## config.mk

```make
export PLATFORM = sky130hd
export DESIGN_NAME = probabilistic_step_sequencer_top
export DESIGN_NICKNAME = d
export VERILOG_FILES = /design/src/hdl/pss_pkg.sv /design/src/hdl/pss_event_gen.sv /design/src/hdl/probabilistic_step_sequencer_top.sv
export VERILOG_INCLUDE_DIRS = /design/src /design/src/hdl
export SDC_FILE = /design/constraint.sdc
export NUM_CORES = 1
export LEC_CHECK = 0
export ABC_AREA = 1
export BUFFER_PORTS_ARGS = -buffer_cell sky130_fd_sc_hd__buf_4
export CORE_ASPECT_RATIO = 0.7
export CORE_MARGIN = 2
export CORE_UTILIZATION = 57
export DETAILED_ROUTE_END_ITERATION = 6
export PLACE_DENSITY_LB_ADDON = 0.2
export SYNTH_ARGS = -nofsm -noshare
export SYNTH_HDL_FRONTEND = slang
export SYNTH_SLANG_ARGS = --single-unit
```

## constraint.sdc

```tcl
create_clock -name clk_i -period 22.8 [get_ports clk_i]
set_clock_uncertainty 0.1 [all_clocks]
set_input_delay 4.56 -clock clk_i [delete_from_list [all_inputs] [get_ports clk_i]]
set_output_delay 4.56 -clock clk_i [all_outputs]
set_load 0.02 [all_outputs]
```

## src/hdl/probabilistic_step_sequencer_top_assert.svh

```systemverilog
// ----------------------------------------------------------------------------
// Assertion macros for the probabilistic step sequencer
// Concurrent checks clocked on clk_i and disabled while rst_ni is low.
// ----------------------------------------------------------------------------
`ifndef PROBABILISTIC_STEP_SEQUENCER_TOP_ASSERT_SVH
`define PROBABILISTIC_STEP_SEQUENCER_TOP_ASSERT_SVH

// same-cycle implication
`define PSS_ASSERT_IMPL(label, ante, cons, msg) \
  label: assert property (@(posedge clk_i) disable iff (!rst_ni) (ante) |-> (cons)) \
    else $error(msg);

// next-cycle implication
`define PSS_ASSERT_NEXT(label, ante, cons, msg) \
  label: assert property (@(posedge clk_i) disable iff (!rst_ni) (ante) |=> (cons)) \
    else $error(msg);

`endif

```

## src/hdl/pss_pkg.sv

```systemverilog
// ----------------------------------------------------------------------------
// Probabilistic step sequencer package
// Field widths, register codes, event type and fixed arithmetic constants.
// ----------------------------------------------------------------------------
package pss_pkg;

  localparam int unsigned SPD_W     = 20;
  localparam int unsigned STEPCNT_W = 6;
  localparam int unsigned PROB_W    = 9;
  localparam int unsigned KEY_W     = 7;
  localparam int unsigned VEL_W     = 7;
  localparam int unsigned RAND_W    = 16;
  localparam int unsigned SHIFT_W   = 3;
  localparam int unsigned INDEX_W   = 5;
  localparam int unsigned VFRAC_W   = 9;
  localparam int unsigned CFG_IDX_W = 2;

  // entries a write item can address
  localparam int unsigned TABLE_SLOTS = 32;

  typedef enum logic {
    CMD_TICK  = 1'b0,
    CMD_WRITE = 1'b1
  } pss_cmd_e;

  typedef enum logic [CFG_IDX_W-1:0] {
    REG_SAMPLES_PER_DIV = 2'd0,
    REG_STEP_COUNT      = 2'd1,
    REG_BASE_PROB       = 2'd2,
    REG_RANDOMNESS      = 2'd3
  } pss_reg_e;

  typedef struct packed {
    logic             is_note_on;
    logic [KEY_W-1:0] key;
    logic [VEL_W-1:0] velocity;
    logic             last;
  } pss_event_t;

  localparam logic [SPD_W-1:0]     SPD_RESET     = 20'd6000;
  localparam logic [STEPCNT_W-1:0] STEPCNT_RESET = 6'd16;
  localparam logic [PROB_W-1:0]    BASE_RESET    = 9'd128;
  localparam logic [PROB_W-1:0]    RND_RESET     = 9'd0;
  localparam logic [PROB_W-1:0]    RND_HALF      = 9'd128;

  localparam logic [KEY_W-1:0] KEY_RESET = 7'd60;
  localparam logic [KEY_W-1:0] KEY_MAX   = 7'd127;
  localparam logic [VEL_W-1:0] VEL_OFF   = 7'd64;

  localparam logic [SHIFT_W-1:0] SHIFT_WRAP = 3'd7;

  // velocity = floor((889*2^16 + 381*level) / 655360)
  //          = 88 + floor((9 + floor(381*level/2^16)) / 10)
  localparam logic [8:0]       VEL_SLOPE   = 9'd381;
  localparam logic [VEL_W-1:0] VEL_FLOOR   = 7'd88;
  localparam logic [8:0]       VEL_BIAS    = 9'd9;
  localparam logic [7:0]       DIV10_RECIP = 8'd205;
  localparam int unsigned      DIV10_SHIFT = 11;

endpackage

```

## src/hdl/pss_event_gen.sv

```systemverilog
// ----------------------------------------------------------------------------
// Note-on event generator
// Jittered step probability, roll, key offset and velocity for one firing.
// ----------------------------------------------------------------------------
module pss_event_gen (
  input  logic [pss_pkg::PROB_W-1:0]  base_prob_i,
  input  logic [pss_pkg::PROB_W-1:0]  randomness_i,
  input  logic [pss_pkg::RAND_W-1:0]  rand_jitter_i,
  input  logic [pss_pkg::RAND_W-1:0]  rand_roll_i,
  input  logic [pss_pkg::SHIFT_W-1:0] rand_key_shift_i,
  input  logic [pss_pkg::VFRAC_W-1:0] vel_frac_i,
  input  logic [pss_pkg::KEY_W-1:0]   table_key_i,
  output logic                        hit_o,
  output pss_pkg::pss_event_t         event_o
);

  logic signed [17:0]              jit_off;
  logic signed [27:0]              jit_prod;
  logic signed [27:0]              prob_raw;
  logic [24:0]                     prob_clamp;
  logic [24:0]                     roll_scaled;
  logic [pss_pkg::SHIFT_W-1:0]     shift_mod;
  logic signed [8:0]               key_sum;
  logic [pss_pkg::KEY_W-1:0]       key_adj;
  logic [8:0]                      vel_t;
  logic [16:0]                     vel_prod;

  // Q1.24 probability: base*2^16 + 2*(jitter - 1/2)*randomness
  always_comb begin
    jit_off  = $signed({2'b00, rand_jitter_i}) - 18'sd32768;
    jit_prod = jit_off * $signed({1'b0, randomness_i});
    prob_raw = $signed({3'b000, base_prob_i, 16'h0000}) + (jit_prod <<< 1);
    if (prob_raw < 28'sd0) begin
      prob_clamp = '0;
    end else if (prob_raw > 28'sd16777216) begin
      prob_clamp = 25'h1000000;
    end else begin
      prob_clamp = prob_raw[24:0];
    end
    roll_scaled = {1'b0, rand_roll_i, 8'h00};
    hit_o       = roll_scaled < prob_clamp;
  end

  // key offset of -3..+3, clamped to the key range
  always_comb begin
    shift_mod = (rand_key_shift_i == pss_pkg::SHIFT_WRAP) ? '0 : rand_key_shift_i;
    key_sum   = $signed({2'b00, table_key_i}) + $signed({6'b000000, shift_mod}) - 9'sd3;
    if (key_sum < 9'sd0) begin
      key_adj = '0;
    end else if (key_sum > $signed({2'b00, pss_pkg::KEY_MAX})) begin
      key_adj = pss_pkg::KEY_MAX;
    end else begin
      key_adj = key_sum[pss_pkg::KEY_W-1:0];
    end
  end

  always_comb begin
    vel_t    = pss_pkg::VEL_BIAS + vel_frac_i;
    vel_prod = vel_t * pss_pkg::DIV10_RECIP;
    event_o.is_note_on = 1'b1;
    event_o.key        = (randomness_i > pss_pkg::RND_HALF) ? key_adj : table_key_i;
    event_o.velocity   = pss_pkg::VEL_FLOOR
                       + pss_pkg::VEL_W'(vel_prod[16:pss_pkg::DIV10_SHIFT]);
    event_o.last       = 1'b1;
  end

endmodule

```

## src/hdl/probabilistic_step_sequencer_top.sv

```systemverilog
// ----------------------------------------------------------------------------
// Probabilistic step sequencer
// Input channel (in_valid_i / in_stall_o): one item per audio frame, either a
// tick (cmd 0) or a note table write (cmd 1). Output channel (out_valid_o /
// out_stall_i): note events, last_o set on the final event of a tick.
// Config channel (cfg_valid_i / cfg_ready_o): register index and data.
// Throughput is one item per cycle while intake does not stall; an accepted
// item passes an input register and is resolved from there into a four-entry
// result queue, from which its events leave. A firing tick needs two free
// queue places, so intake stalls while the queue holds three or more events
// (a tick with a release and a note-on pushes two events) or while a position
// reduction runs.
// A step_count write reduces the step position modulo the new count, one
// quotient bit per cycle; cfg_ready_o is low and no item is resolved
// meanwhile.
// Reset: counters, position and held note clear, the note table reads 60,
// registers take 6000, 16, 128 and 0. A stalled receiver holds the queue head;
// intake stalls once fewer than two queue places are free.
// ----------------------------------------------------------------------------
`include "probabilistic_step_sequencer_top_assert.svh"

module probabilistic_step_sequencer_top #(
  parameter int unsigned MAX_STEPS    = 32,
  parameter int unsigned COUNTER_BITS = 20
) (
  input  logic                              clk_i,
  input  logic                              rst_ni,
  // item channel
  input  logic                              in_valid_i,
  output logic                              in_stall_o,
  input  logic                              cmd_i,
  input  logic [pss_pkg::INDEX_W-1:0]       entry_index_i,
  input  logic [pss_pkg::KEY_W-1:0]         entry_note_i,
  input  logic [pss_pkg::RAND_W-1:0]        rand_jitter_i,
  input  logic [pss_pkg::RAND_W-1:0]        rand_roll_i,
  input  logic [pss_pkg::SHIFT_W-1:0]       rand_key_shift_i,
  input  logic [pss_pkg::RAND_W-1:0]        rand_level_i,
  // event channel
  output logic                              out_valid_o,
  input  logic                              out_stall_i,
  output logic                              is_note_on_o,
  output logic [pss_pkg::KEY_W-1:0]         key_o,
  output logic [pss_pkg::VEL_W-1:0]         velocity_o,
  output logic                              last_o,
  // configuration
  input  logic                              cfg_valid_i,
  output logic                              cfg_ready_o,
  input  logic [pss_pkg::CFG_IDX_W-1:0]     cfg_index_i,
  input  logic [pss_pkg::SPD_W-1:0]         cfg_data_i
);

  localparam int unsigned PW  = $clog2(MAX_STEPS);
  localparam int unsigned CW  = $clog2(MAX_STEPS + 1);
  localparam int unsigned NT  = (MAX_STEPS < pss_pkg::TABLE_SLOTS) ? MAX_STEPS
                                                                   : pss_pkg::TABLE_SLOTS;
  localparam int unsigned TW  = $clog2(NT);
  localparam int unsigned CMW = (COUNTER_BITS > pss_pkg::SPD_W) ? COUNTER_BITS
                                                                : pss_pkg::SPD_W;
  localparam int unsigned RW  = 2 * PW + 1;
  localparam int unsigned KW  = (PW > 1) ? $clog2(PW) : 1;
  localparam int unsigned FIFO_DEPTH = 4;
  localparam int unsigned FIFO_PW    = $clog2(FIFO_DEPTH);
  localparam int unsigned FIFO_CW    = $clog2(FIFO_DEPTH + 1);
  localparam int unsigned FIFO_ROOM  = FIFO_DEPTH - 2;

  // configuration registers
  logic [pss_pkg::SPD_W-1:0]     spd_q;
  logic [pss_pkg::STEPCNT_W-1:0] stepcnt_q;
  logic [pss_pkg::PROB_W-1:0]    base_q;
  logic [pss_pkg::PROB_W-1:0]    rnd_q;
  logic                          cfg_we;

  // input register
  logic                          in_valid_q, in_valid_d;
  logic                          in_take;
  logic                          cmd_q;
  logic [pss_pkg::INDEX_W-1:0]   idx_q;
  logic [pss_pkg::KEY_W-1:0]     note_q;
  logic [pss_pkg::RAND_W-1:0]    jit_q;
  logic [pss_pkg::RAND_W-1:0]    roll_q;
  logic [pss_pkg::SHIFT_W-1:0]   kshift_q;
  logic [pss_pkg::VFRAC_W-1:0]   vfrac_q;
  logic [24:0]                   lvl_prod;

  // sequencer state
  logic [COUNTER_BITS-1:0]       fc_q, fc_d, fc_inc;
  logic [PW-1:0]                 pos_q, pos_d, pos_nxt;
  logic [PW:0]                   pos_inc;
  logic                          note_held_q, note_held_d;
  logic [pss_pkg::KEY_W-1:0]     held_key_q, held_key_d;
  logic [pss_pkg::KEY_W-1:0]     note_tbl_q [NT];
  logic [CW-1:0]                 count_c;

  // position reduction after a step_count write
  logic                          busy_q, busy_d;
  logic [KW-1:0]                 k_q, k_d;
  logic [RW-1:0]                 red_sub;

  // stage control
  logic                          stage_go, step_en, tick_en, fire, hit, wr_en;
  logic [pss_pkg::KEY_W-1:0]     table_key;
  pss_pkg::pss_event_t           on_ev, off_ev, first_ev;
  logic                          push_off, push_on, pop;

  // result queue
  pss_pkg::pss_event_t           fifo_q [FIFO_DEPTH];
  logic [FIFO_PW-1:0]            wr_ptr_q, rd_ptr_q;
  logic [FIFO_CW-1:0]            cnt_q;

  // --------------------------------------------------------------------------
  // Configuration
  // --------------------------------------------------------------------------
  assign cfg_ready_o = !busy_q;
  assign cfg_we      = cfg_valid_i && cfg_ready_o;

  always_ff @(posedge clk_i or negedge rst_ni) begin
    if (!rst_ni) begin
      spd_q     <= pss_pkg::SPD_RESET;
      stepcnt_q <= pss_pkg::STEPCNT_RESET;
      base_q    <= pss_pkg::BASE_RESET;
      rnd_q     <= pss_pkg::RND_RESET;
    end else if (cfg_we) begin
      unique case (pss_pkg::pss_reg_e'(cfg_index_i))
        pss_pkg::REG_SAMPLES_PER_DIV: spd_q     <= cfg_data_i;
        pss_pkg::REG_STEP_COUNT:      stepcnt_q <= cfg_data_i[pss_pkg::STEPCNT_W-1:0];
        pss_pkg::REG_BASE_PROB:       base_q    <= cfg_data_i[pss_pkg::PROB_W-1:0];
        pss_pkg::REG_RANDOMNESS:      rnd_q     <= cfg_data_i[pss_pkg::PROB_W-1:0];
        default: ;
      endcase
    end
  end

  // clamp the step count to 1..MAX_STEPS
  always_comb begin
    if (stepcnt_q == '0) begin
      count_c = CW'(1);
    end else if (10'(stepcnt_q) > 10'(MAX_STEPS)) begin
      count_c = CW'(MAX_STEPS);
    end else begin
      count_c = CW'(stepcnt_q);
    end
  end

  // --------------------------------------------------------------------------
  // Input register
  // --------------------------------------------------------------------------
  assign stage_go   = !busy_q && (cnt_q <= FIFO_CW'(FIFO_ROOM));
  assign step_en    = in_valid_q && stage_go;
  assign in_stall_o = in_valid_q && !stage_go;
  assign in_take    = in_valid_i && !in_stall_o;
  assign in_valid_d = in_stall_o ? in_valid_q : in_valid_i;

  // velocity fraction is formed on entry: floor(381*level/2^16)
  assign lvl_prod = pss_pkg::VEL_SLOPE * rand_level_i;

  always_ff @(posedge clk_i or negedge rst_ni) begin
    if (!rst_ni) begin
      in_valid_q <= 1'b0;
    end else begin
      in_valid_q <= in_valid_d;
    end
  end

  always_ff @(posedge clk_i) begin
    if (in_take) begin
      cmd_q    <= cmd_i;
      idx_q    <= entry_index_i;
      note_q   <= entry_note_i;
      jit_q    <= rand_jitter_i;
      roll_q   <= rand_roll_i;
      kshift_q <= rand_key_shift_i;
      vfrac_q  <= lvl_prod[24:16];
    end
  end

  // --------------------------------------------------------------------------
  // Step logic
  // --------------------------------------------------------------------------
  assign tick_en = step_en && (cmd_q == pss_pkg::CMD_TICK);
  assign wr_en   = step_en && (cmd_q == pss_pkg::CMD_WRITE)
                && (9'(idx_q) < 9'(MAX_STEPS));
  assign fc_inc  = fc_q + 1'b1;
  assign fire    = tick_en && (CMW'(fc_inc) >= CMW'(spd_q));

  assign pos_inc = {1'b0, pos_q} + 1'b1;
  assign pos_nxt = (pos_inc == (PW + 1)'(count_c)) ? '0 : pos_inc[PW-1:0];

  // entries beyond the writable range keep their reset key
  assign table_key = ({1'b0, pos_nxt} < (PW + 1)'(NT)) ? note_tbl_q[pos_nxt[TW-1:0]]
                                                        : pss_pkg::KEY_RESET;

  pss_event_gen u_event_gen (
    .base_prob_i      (base_q),
    .randomness_i     (rnd_q),
    .rand_jitter_i    (jit_q),
    .rand_roll_i      (roll_q),
    .rand_key_shift_i (kshift_q),
    .vel_frac_i       (vfrac_q),
    .table_key_i      (table_key),
    .hit_o            (hit),
    .event_o          (on_ev)
  );

  always_comb begin
    fc_d        = fc_q;
    pos_d       = pos_q;
    note_held_d = note_held_q;
    held_key_d  = held_key_q;
    busy_d      = busy_q;
    k_d         = k_q;
    red_sub     = RW'(count_c) << k_q;

    if (tick_en) begin
      fc_d = fire ? '0 : fc_inc;
    end
    if (fire) begin
      pos_d       = pos_nxt;
      note_held_d = hit;
      if (hit) begin
        held_key_d = on_ev.key;
      end
    end

    // restoring reduction, one quotient bit a cycle
    if (busy_q) begin
      if (RW'(pos_q) >= red_sub) begin
        pos_d = PW'(RW'(pos_q) - red_sub);
      end
      if (k_q == '0) begin
        busy_d = 1'b0;
      end else begin
        k_d = k_q - 1'b1;
      end
    end
    if (cfg_we && (cfg_index_i == pss_pkg::REG_STEP_COUNT)) begin
      busy_d = 1'b1;
      k_d    = KW'(PW - 1);
    end
  end

  always_ff @(posedge clk_i or negedge rst_ni) begin
    if (!rst_ni) begin
      fc_q        <= '0;
      pos_q       <= '0;
      note_held_q <= 1'b0;
      held_key_q  <= '0;
      busy_q      <= 1'b0;
      k_q         <= '0;
    end else begin
      fc_q        <= fc_d;
      pos_q       <= pos_d;
      note_held_q <= note_held_d;
      held_key_q  <= held_key_d;
      busy_q      <= busy_d;
      k_q         <= k_d;
    end
  end

  always_ff @(posedge clk_i or negedge rst_ni) begin
    if (!rst_ni) begin
      for (int i = 0; i < NT; i++) begin
        note_tbl_q[i] <= pss_pkg::KEY_RESET;
      end
    end else if (wr_en) begin
      note_tbl_q[idx_q[TW-1:0]] <= note_q;
    end
  end

  // --------------------------------------------------------------------------
  // Result queue
  // --------------------------------------------------------------------------
  assign push_off = fire && note_held_q;
  assign push_on  = fire && hit;

  always_comb begin
    off_ev.is_note_on = 1'b0;
    off_ev.key        = held_key_q;
    off_ev.velocity   = pss_pkg::VEL_OFF;
    off_ev.last       = !hit;
    first_ev          = push_off ? off_ev : on_ev;
  end

  assign out_valid_o  = (cnt_q != '0);
  assign pop          = out_valid_o && !out_stall_i;
  assign is_note_on_o = fifo_q[rd_ptr_q].is_note_on;
  assign key_o        = fifo_q[rd_ptr_q].key;
  assign velocity_o   = fifo_q[rd_ptr_q].velocity;
  assign last_o       = fifo_q[rd_ptr_q].last;

  always_ff @(posedge clk_i) begin
    if (push_off || push_on) begin
      fifo_q[wr_ptr_q] <= first_ev;
    end
    if (push_off && push_on) begin
      fifo_q[wr_ptr_q + 1'b1] <= on_ev;
    end
  end

  always_ff @(posedge clk_i or negedge rst_ni) begin
    if (!rst_ni) begin
      wr_ptr_q <= '0;
      rd_ptr_q <= '0;
      cnt_q    <= '0;
    end else begin
      wr_ptr_q <= wr_ptr_q + FIFO_PW'(push_off) + FIFO_PW'(push_on);
      rd_ptr_q <= rd_ptr_q + FIFO_PW'(pop);
      cnt_q    <= cnt_q + FIFO_CW'(push_off) + FIFO_CW'(push_on) - FIFO_CW'(pop);
    end
  end

  // --------------------------------------------------------------------------
  // Assertions
  // --------------------------------------------------------------------------
  `PSS_ASSERT_IMPL(a_room_for_step, step_en, cnt_q <= FIFO_CW'(FIFO_ROOM),
                   "item resolved without two free queue places")
  `PSS_ASSERT_IMPL(a_no_step_reducing, busy_q, !step_en,
                   "item resolved during position reduction")
  `PSS_ASSERT_IMPL(a_pos_in_range, !busy_q, (PW + 1)'(pos_q) < (PW + 1)'(count_c),
                   "step position at or above the step count")
  `PSS_ASSERT_NEXT(a_hit_holds_note, fire && hit,
                   note_held_q && (held_key_q == $past(on_ev.key)),
                   "note on not recorded as held")
  `PSS_ASSERT_IMPL(a_queue_bound, 1'b1, cnt_q <= FIFO_CW'(FIFO_DEPTH),
                   "result queue overflow")

endmodule
```

* Yosys cells after proc, flatten, opt, wreduce, memory -nomap -nowiden
Memories as Yosys holds them, arrays and structs flattened.
Cells that the tools add are included.
** Cells by class
- Add/sub/neg operators :: 17
- Multipliers :: 3
- Order comparisons :: 13
- Eq/ne operators :: 6
- Shift operators :: 1
- Mux-type cells :: 30
- Bitwise logic cells :: 3
- Reduce and logical (&&, ||, !) cells :: 31
** Operators with widths (count)
- $bwmux W224 :: 1
- $mux W25 :: 2
- $mux W7 :: 6
- $bmux W7 S5 :: 1
- $demux W7 S5 :: 1
- $add A26 B28 Y28 :: 1
- $gt A28 B26 Y1 const B :: 1
- $lt A28 B1 Y1 const B :: 1
- $mul A17 B10 Y27 :: 1
- $lt A24 B25 Y1 :: 1
- $mul A9 B16 Y25 const A :: 1
- $add A20 B1 Y20 const B :: 1
- $ge A20 B20 Y1 :: 1
- $mux W20 :: 1
- $mux W5 :: 4
- $gt A9 B8 Y1 const B :: 2
- $mul A9 B8 Y17 const B :: 1
- $sub A16 B16 Y17 const B :: 1
- $mux W16 :: 1
- $logic_and A1 B1 Y1 :: 14
- $ge A6 B6 Y1 const B :: 2
- $mux W3 :: 4
- $mux W6 :: 2
- $not A5 Y6 :: 2
- 32 further kinds :: 51
** Storage, ports and cells
- Bits in registers :: 370
- RAM bits :: 64
- Bits of input ports :: 91
- Output and inout bits :: 19
- Word-level logic and storage cells :: 158
- Memories kept :: 1
** Memory list
- fifo_q :: depth 4, bits a word 16, read ports 1, clocked after Yosys merged registers in 0, write ports 2, RTL line probabilistic_step_sequencer_top.sv:106 : pss_pkg::pss_event_t fifo_q [FIFO_DEPTH];

* Logic depth before layout (Yosys ltp)
- Depth after elaboration :: 16
- Gate-level depth with buffers :: 53

* Hierarchy
A second synthesis with hierarchy kept.
** Unflattened totals
- Cells, all modules :: 4041
- Area total of the unflattened synthesis :: 32713.9 um^2
** Modules (own cells, without submodules)
- probabilistic_step_sequencer_top :: instances 1, cells each 2783, area an instance 23849.1 um^2, seq. area each 11637.4 um^2
- pss_event_gen :: instances 1, cells each 1258, area an instance 8864.8 um^2, seq. area each 0.0 um^2

* Least setup slack after synthesis
OpenSTA, ideal clock, no wires.
- Kind :: reg-to-reg
- Start point :: register rnd_q[3] (netlist bit)
- End point :: register cnt_q[2]
- Arrival time :: 9445 ps
- Data required time :: 22577 ps
- Slack :: 13132 ps
- Stages on the path, launching flop included :: 54
- Path buffers :: 3
- Period minus slack after synthesis :: 9668 ps
- Path through :: dfrtp_1 -> clkbuf_1 -> clkbuf_1 -> nand2_1 -> fa_1 -> inv_1 -> fa_1 -> inv_1 -> fa_1 -> inv_1 -> fa_1 -> inv_1 -> fa_1 -> inv_1 -> ha_1 -> nand2_1 -> o21ai_1 -> nand3_1 -> (+18 left out) -> xor2_1 -> a21oi_1 -> nand3_1 -> inv_1 -> clkbuf_1 -> nand2_1 -> ha_1 -> a21oi_1 -> o21ai_0 -> a2111oi_0 -> nor2_1 -> nor2_1 -> nand3_2 -> ha_1 -> inv_1 -> fa_1 -> fa_1 -> xnor2_1
** Between the ends
- Word-level cells in the longest chain between the ends :: 9
- Elaborated cells on any way between the ends :: 10
- Those cells by class :: 3 x add/sub; 1 x mul; 3 x order compare; 2 x mux; 1 x reduce/logical
** Ends and longest elaborated chain
- start, declared :: RTL line probabilistic_step_sequencer_top.sv:70 : logic [pss_pkg::PROB_W-1:0] rnd_q;
- start signal, assigned :: RTL line probabilistic_step_sequencer_top.sv:121 : rnd_q <= pss_pkg::RND_RESET;
- start signal, assigned :: RTL line probabilistic_step_sequencer_top.sv:127 : pss_pkg::REG_RANDOMNESS: rnd_q <= cfg_data_i[pss_pkg::PROB_W-1:0];
- $mul A17 B10 Y27 * :: RTL line pss_event_gen.sv:31 : jit_prod = jit_off * $signed({1'b0, randomness_i});
- $add A26 B28 Y28 * :: RTL line pss_event_gen.sv:32 : prob_raw = $signed({3'b000, base_prob_i, 16'h0000}) + (jit_prod <<< 1);
- $gt A28 B26 Y1 :: RTL line pss_event_gen.sv:35 : end else if (prob_raw > 28'sd16777216) begin
- $mux W25 :: RTL line pss_event_gen.sv:35
- $mux W25 * :: RTL line pss_event_gen.sv:33 : if (prob_raw < 28'sd0) begin
- $lt A24 B25 Y1 * :: RTL line pss_event_gen.sv:41 : hit_o = roll_scaled < prob_clamp;
- $logic_and A1 B1 Y1 * :: RTL line probabilistic_step_sequencer_top.sv:273 : assign push_on = fire && hit;
- $add A3 B1 Y3 * :: RTL line probabilistic_step_sequencer_top.sv:307 : cnt_q <= cnt_q + FIFO_CW'(push_off) + FIFO_CW'(push_on) - FIFO_CW'(pop);
- $sub A3 B1 Y3 * :: RTL line probabilistic_step_sequencer_top.sv:307
- end signal, assigned :: RTL line probabilistic_step_sequencer_top.sv:307
- end, declared :: RTL line probabilistic_step_sequencer_top.sv:108 : logic [FIFO_CW-1:0] cnt_q;
Mark *: on every way between the ends. The rest lies on a longest branch, timed or not.
A chain may end at the register's enable or synchronous reset.

==> qor.json <==
{
  "run_status": {
    "status": "finished, violations left",
    "failing_checks": "DRC"
  },
  "yosys": {
    "mappedNetlistArea_sq_um": 31200,
    "number_of_enable_type_register_cells_in_the_synthesized_netlist": 113,
    "synth_top_area_share_pct": 14.1,
    "post_synth.cell_area_avg_sq_um": 8.51,
    "synthArstFlopShare_pct": 72.1,
    "seq_area_frac_synth_pct": 37.1,
    "synth_area_leaders": "sky130_fd_sc_hd__dfrtp_1 14%, sky130_fd_sc_hd__fa_1 14%, sky130_fd_sc_hd__dfstp_2 12%",
    "yosys_top_cell_by_area": "sky130_fd_sc_hd__dfrtp_1",
    "synthDistinctLibCells": 54,
    "synth-warning-count": 0,
    "postSynthCellCount": 3663,
    "postSynth.topFlopCell": "sky130_fd_sc_hd__dfrtp_1",
    "postSynthRegisterBits": 434,
    "mappedNetlistNets": 4186
  },
  "sta": {
    "timing.final.crit_period_ps": 10490,
    "rsz0062_at_grt": "no",
    "highest_attainable_clock_frequency_ghz": 0.0953,
    "final-hold-violation-count": 0,
    "timing_worst_slew_pin_value_ps": 1380,
    "setup-violations-final": 0,
    "setup_tns_ps": 0,
    "maxSlewHeadroom_pct": 6.90,
    "hold_ws_ps": 366,
    "fin_crit_sh_pct": 46.0,
    "final-max-slew-violation-count": 0
  },
  "placement": {
    "placement.io_buffers": 109,
    "gp_routability_congestion": 0.906,
    "post-dp-hpwl_microns": 54300,
    "dp.cells": 4366
  },
  "cts": {
    "post-cts-setup-buffers": 0,
    "cts_sinks": 434,
    "cts-buffers-inserted": 45,
    "cts_resized": 0,
    "cts_tree": "built",
    "cts-root-buf": "sky130_fd_sc_hd__clkbuf_16",
    "cts_hold_buffers": 0,
    "cts.htree.levels": 2,
    "clkTransAtPathRegs_ps": 70,
    "clk_path_buf_depth": 3,
    "clock_latency_ps": 590
  },
  "route": {
    "drc_errors": 4,
    "ant_nets": 0,
    "routedWlPerCell_microns": 17.0,
    "detail_route.first_pass.iterations": 7,
    "drt-total-wl_microns": 75500,
    "initialDrtViolationCount": 2497,
    "avgViaCountPerCell": 5.42,
    "routed-via-count": 24100
  },
  "grt": {
    "grt_pass1_vias": 22900,
    "grt_first_pass_wirelength_microns": 123000,
    "use_met2_pct": 37.7,
    "grtUsageTotal_pct": 27.2,
    "pin_count_of_the_biggest_net_entering_global_routing": 97,
    "grt_antenna_before_repair": 0,
    "gr-usage-met1_pct": 43.6,
    "global_routing_usage_on_met3_pct": 5.63,
    "grt_most_used_layer": "met1",
    "grt_overflow": 0
  },
  "cells_and_area": {
    "footprint_of_the_multi_input_gates_sq_um": 16700,
    "seq_cell_area_sq_um": 11600,
    "nFillCells": 4737,
    "drive_gt1_share_pct": 10.1,
    "flow.area_growth_from_synthesis_pct": 8.79,
    "finish.cell_count_without_fillers": 4450,
    "final_net_count": 4206,
    "num_antenna_cells": 0,
    "final_common_cell": "sky130_fd_sc_hd__nand2_1",
    "most-common-layout-cells": "794 x sky130_fd_sc_hd__nand2_1, 600 x sky130_fd_sc_hd__inv_1, 361 x sky130_fd_sc_hd__o21ai_0"
  },
  "worst_setup_path": {
    "worstSetupPathType": "reg2reg",
    "crit_path_max_fanout": 18,
    "cp_slowest_cell": "sky130_fd_sc_hd__dfrtp_1",
    "reg2reg_from": "rnd_q[3]$_DFFE_PN0P_",
    "max_stage_delay_ps": 720,
    "startpoint": "rnd_q[3]$_DFFE_PN0P_",
    "worst-path-buf-inv": 7,
    "timing.critical_path.required_ps": 22900,
    "kind_of_cell_with_the_highest_combined_delay_on_the_critical_path": "adder cells",
    "worst_ep_arrival_time_ps": 10600,
    "cp-start-kind": "flop",
    "worst_setup_path_end_kind": "flop",
    "cp_common_cell": "sky130_fd_sc_hd__nand2_1"
  },
  "die": {
    "die-width_microns": 284,
    "die_height_microns": 200,
    "initial_core_util_pct": 57.8,
    "die-area_sq_um": 56600,
    "num_io_pins": 110,
    "std_cell_rows": 71,
    "placeableCoreArea_sq_um": 53900
  },
  "flow_run": {
    "max-cap-violations": 0
  },
  "min_path": {
    "min_path_type": "reg2reg",
    "hold_path_startpoint": "fifo_q[2][15]$_SDFFE_PP1N_"
  }
}
-- per-stage QoR --
step	setup slack (ps)	area [sq um]	util, %
after floorplan	13130	31200	-
after global placement	12540	32400	60.1
after detailed placement	12450	32400	60.1
after CTS	12370	33900	62.9
after global routing	11450	33900	62.9
final	12310	33900	62.9
-- worst register-to-register path: cells and delay by family (launching register included) --
kind,cells,cell delay [ps]
XOR/XNOR,2,230
buffers and inverters,7,710
AND/OR/NAND/NOR,21,2930
AO/OA/AOI/OAI,6,1580
adder cells (fa/ha/maj),9,3820
flip-flops,1,720
-- state kept, by name, summed over array words and instances (netlist names), 5 cells and up --
| register | cells |
|---|---|
| jit_q | 16 |
| idx_q | 5 |
| base_q | 9 |
| fc_q | 20 |
| note_q | 7 |
| spd_q | 20 |
| pos_q | 5 |
| held_key_q | 7 |
| note_tbl_q | 224 |
| roll_q | 16 |
| rnd_q | 9 |
| fifo_q | 64 |
| vfrac_q | 9 |
| stepcnt_q | 6 |
-- worst paths after layout --
| check | to | slack, ps | depth (start not counted) |
|---|---|---|---|
| min in group asynchronous | note_tbl_q[113]$_DFFE_PN0P_ | 3910 | 1 |
| min | fifo_q[2][15]$_SDFFE_PP1N_ | 370 | 2 |
| max in group asynchronous | spd_q[18]$_DFFE_PN0P_ | 16440 | 3 |
| max reg2reg | fifo_q[3][4]$_DFFE_PP_ | 12310 | 45 |
| max | fifo_q[3][4]$_DFFE_PP_ | 12310 | 45 |
| min reg2reg | fifo_q[2][15]$_SDFFE_PP1N_ | 370 | 2 |
-- Yosys cell counts (8+ instances only) --
library cell               number
sky130_fd_sc_hd__nand2_1      794
sky130_fd_sc_hd__inv_1        600
sky130_fd_sc_hd__o21ai_0      361
sky130_fd_sc_hd__nor2_1       247
sky130_fd_sc_hd__ha_1         221
sky130_fd_sc_hd__fa_1         211
sky130_fd_sc_hd__nand3_1      188
sky130_fd_sc_hd__dfrtp_1      176
sky130_fd_sc_hd__dfstp_2      137
sky130_fd_sc_hd__clkbuf_1     129
sky130_fd_sc_hd__a21oi_1      121
sky130_fd_sc_hd__edfxtp_1     113
sky130_fd_sc_hd__xor2_1        57
sky130_fd_sc_hd__o22ai_1       41
sky130_fd_sc_hd__o211ai_1      32
sky130_fd_sc_hd__xnor2_1       27
sky130_fd_sc_hd__nand3b_1      17
sky130_fd_sc_hd__o221ai_1      16
sky130_fd_sc_hd__buf_2         15
sky130_fd_sc_hd__nand4_1       14
sky130_fd_sc_hd__nor3_1        13
sky130_fd_sc_hd__a21o_1         9
sky130_fd_sc_hd__o21ai_1        9
sky130_fd_sc_hd__buf_6          8
sky130_fd_sc_hd__dfxtp_1        8
sky130_fd_sc_hd__or2_2          8
-- cell type report --
class	instances	area share, %
clock inverters	16	0.483
multi-input cells	2461	49.1
clock buffers	68	4.00
flip-flops and latches	434	34.1
well taps	730	2.69
repair buffers	130	2.90
inverters	611	6.76
-- routing by layer --
metal | share of wire [%] | wire length [microns]
met5 | 0 | 0
met4 | 1.6 | 1230
met3 | 9.0 | 6840
met2 | 40 | 30200
met1 | 49 | 37300
-- kinds of logic (layout without fill, tap and decap cells) --
group,count (synthesis),in the layout,synth area share (%)
buffers and inverters,768,825,9.55
adder cells (fa/ha/maj),432,432,22.4
AO/OA/AOI/OAI,635,635,11.3
AND/OR/NAND/NOR,1310,1310,17.3
XOR/XNOR,84,84,2.36
flip-flops,434,434,37.1
Power is left out: the tool's default activity adds up to more than one toggle a clock period on the data nets, which glitch-free logic cannot reach.
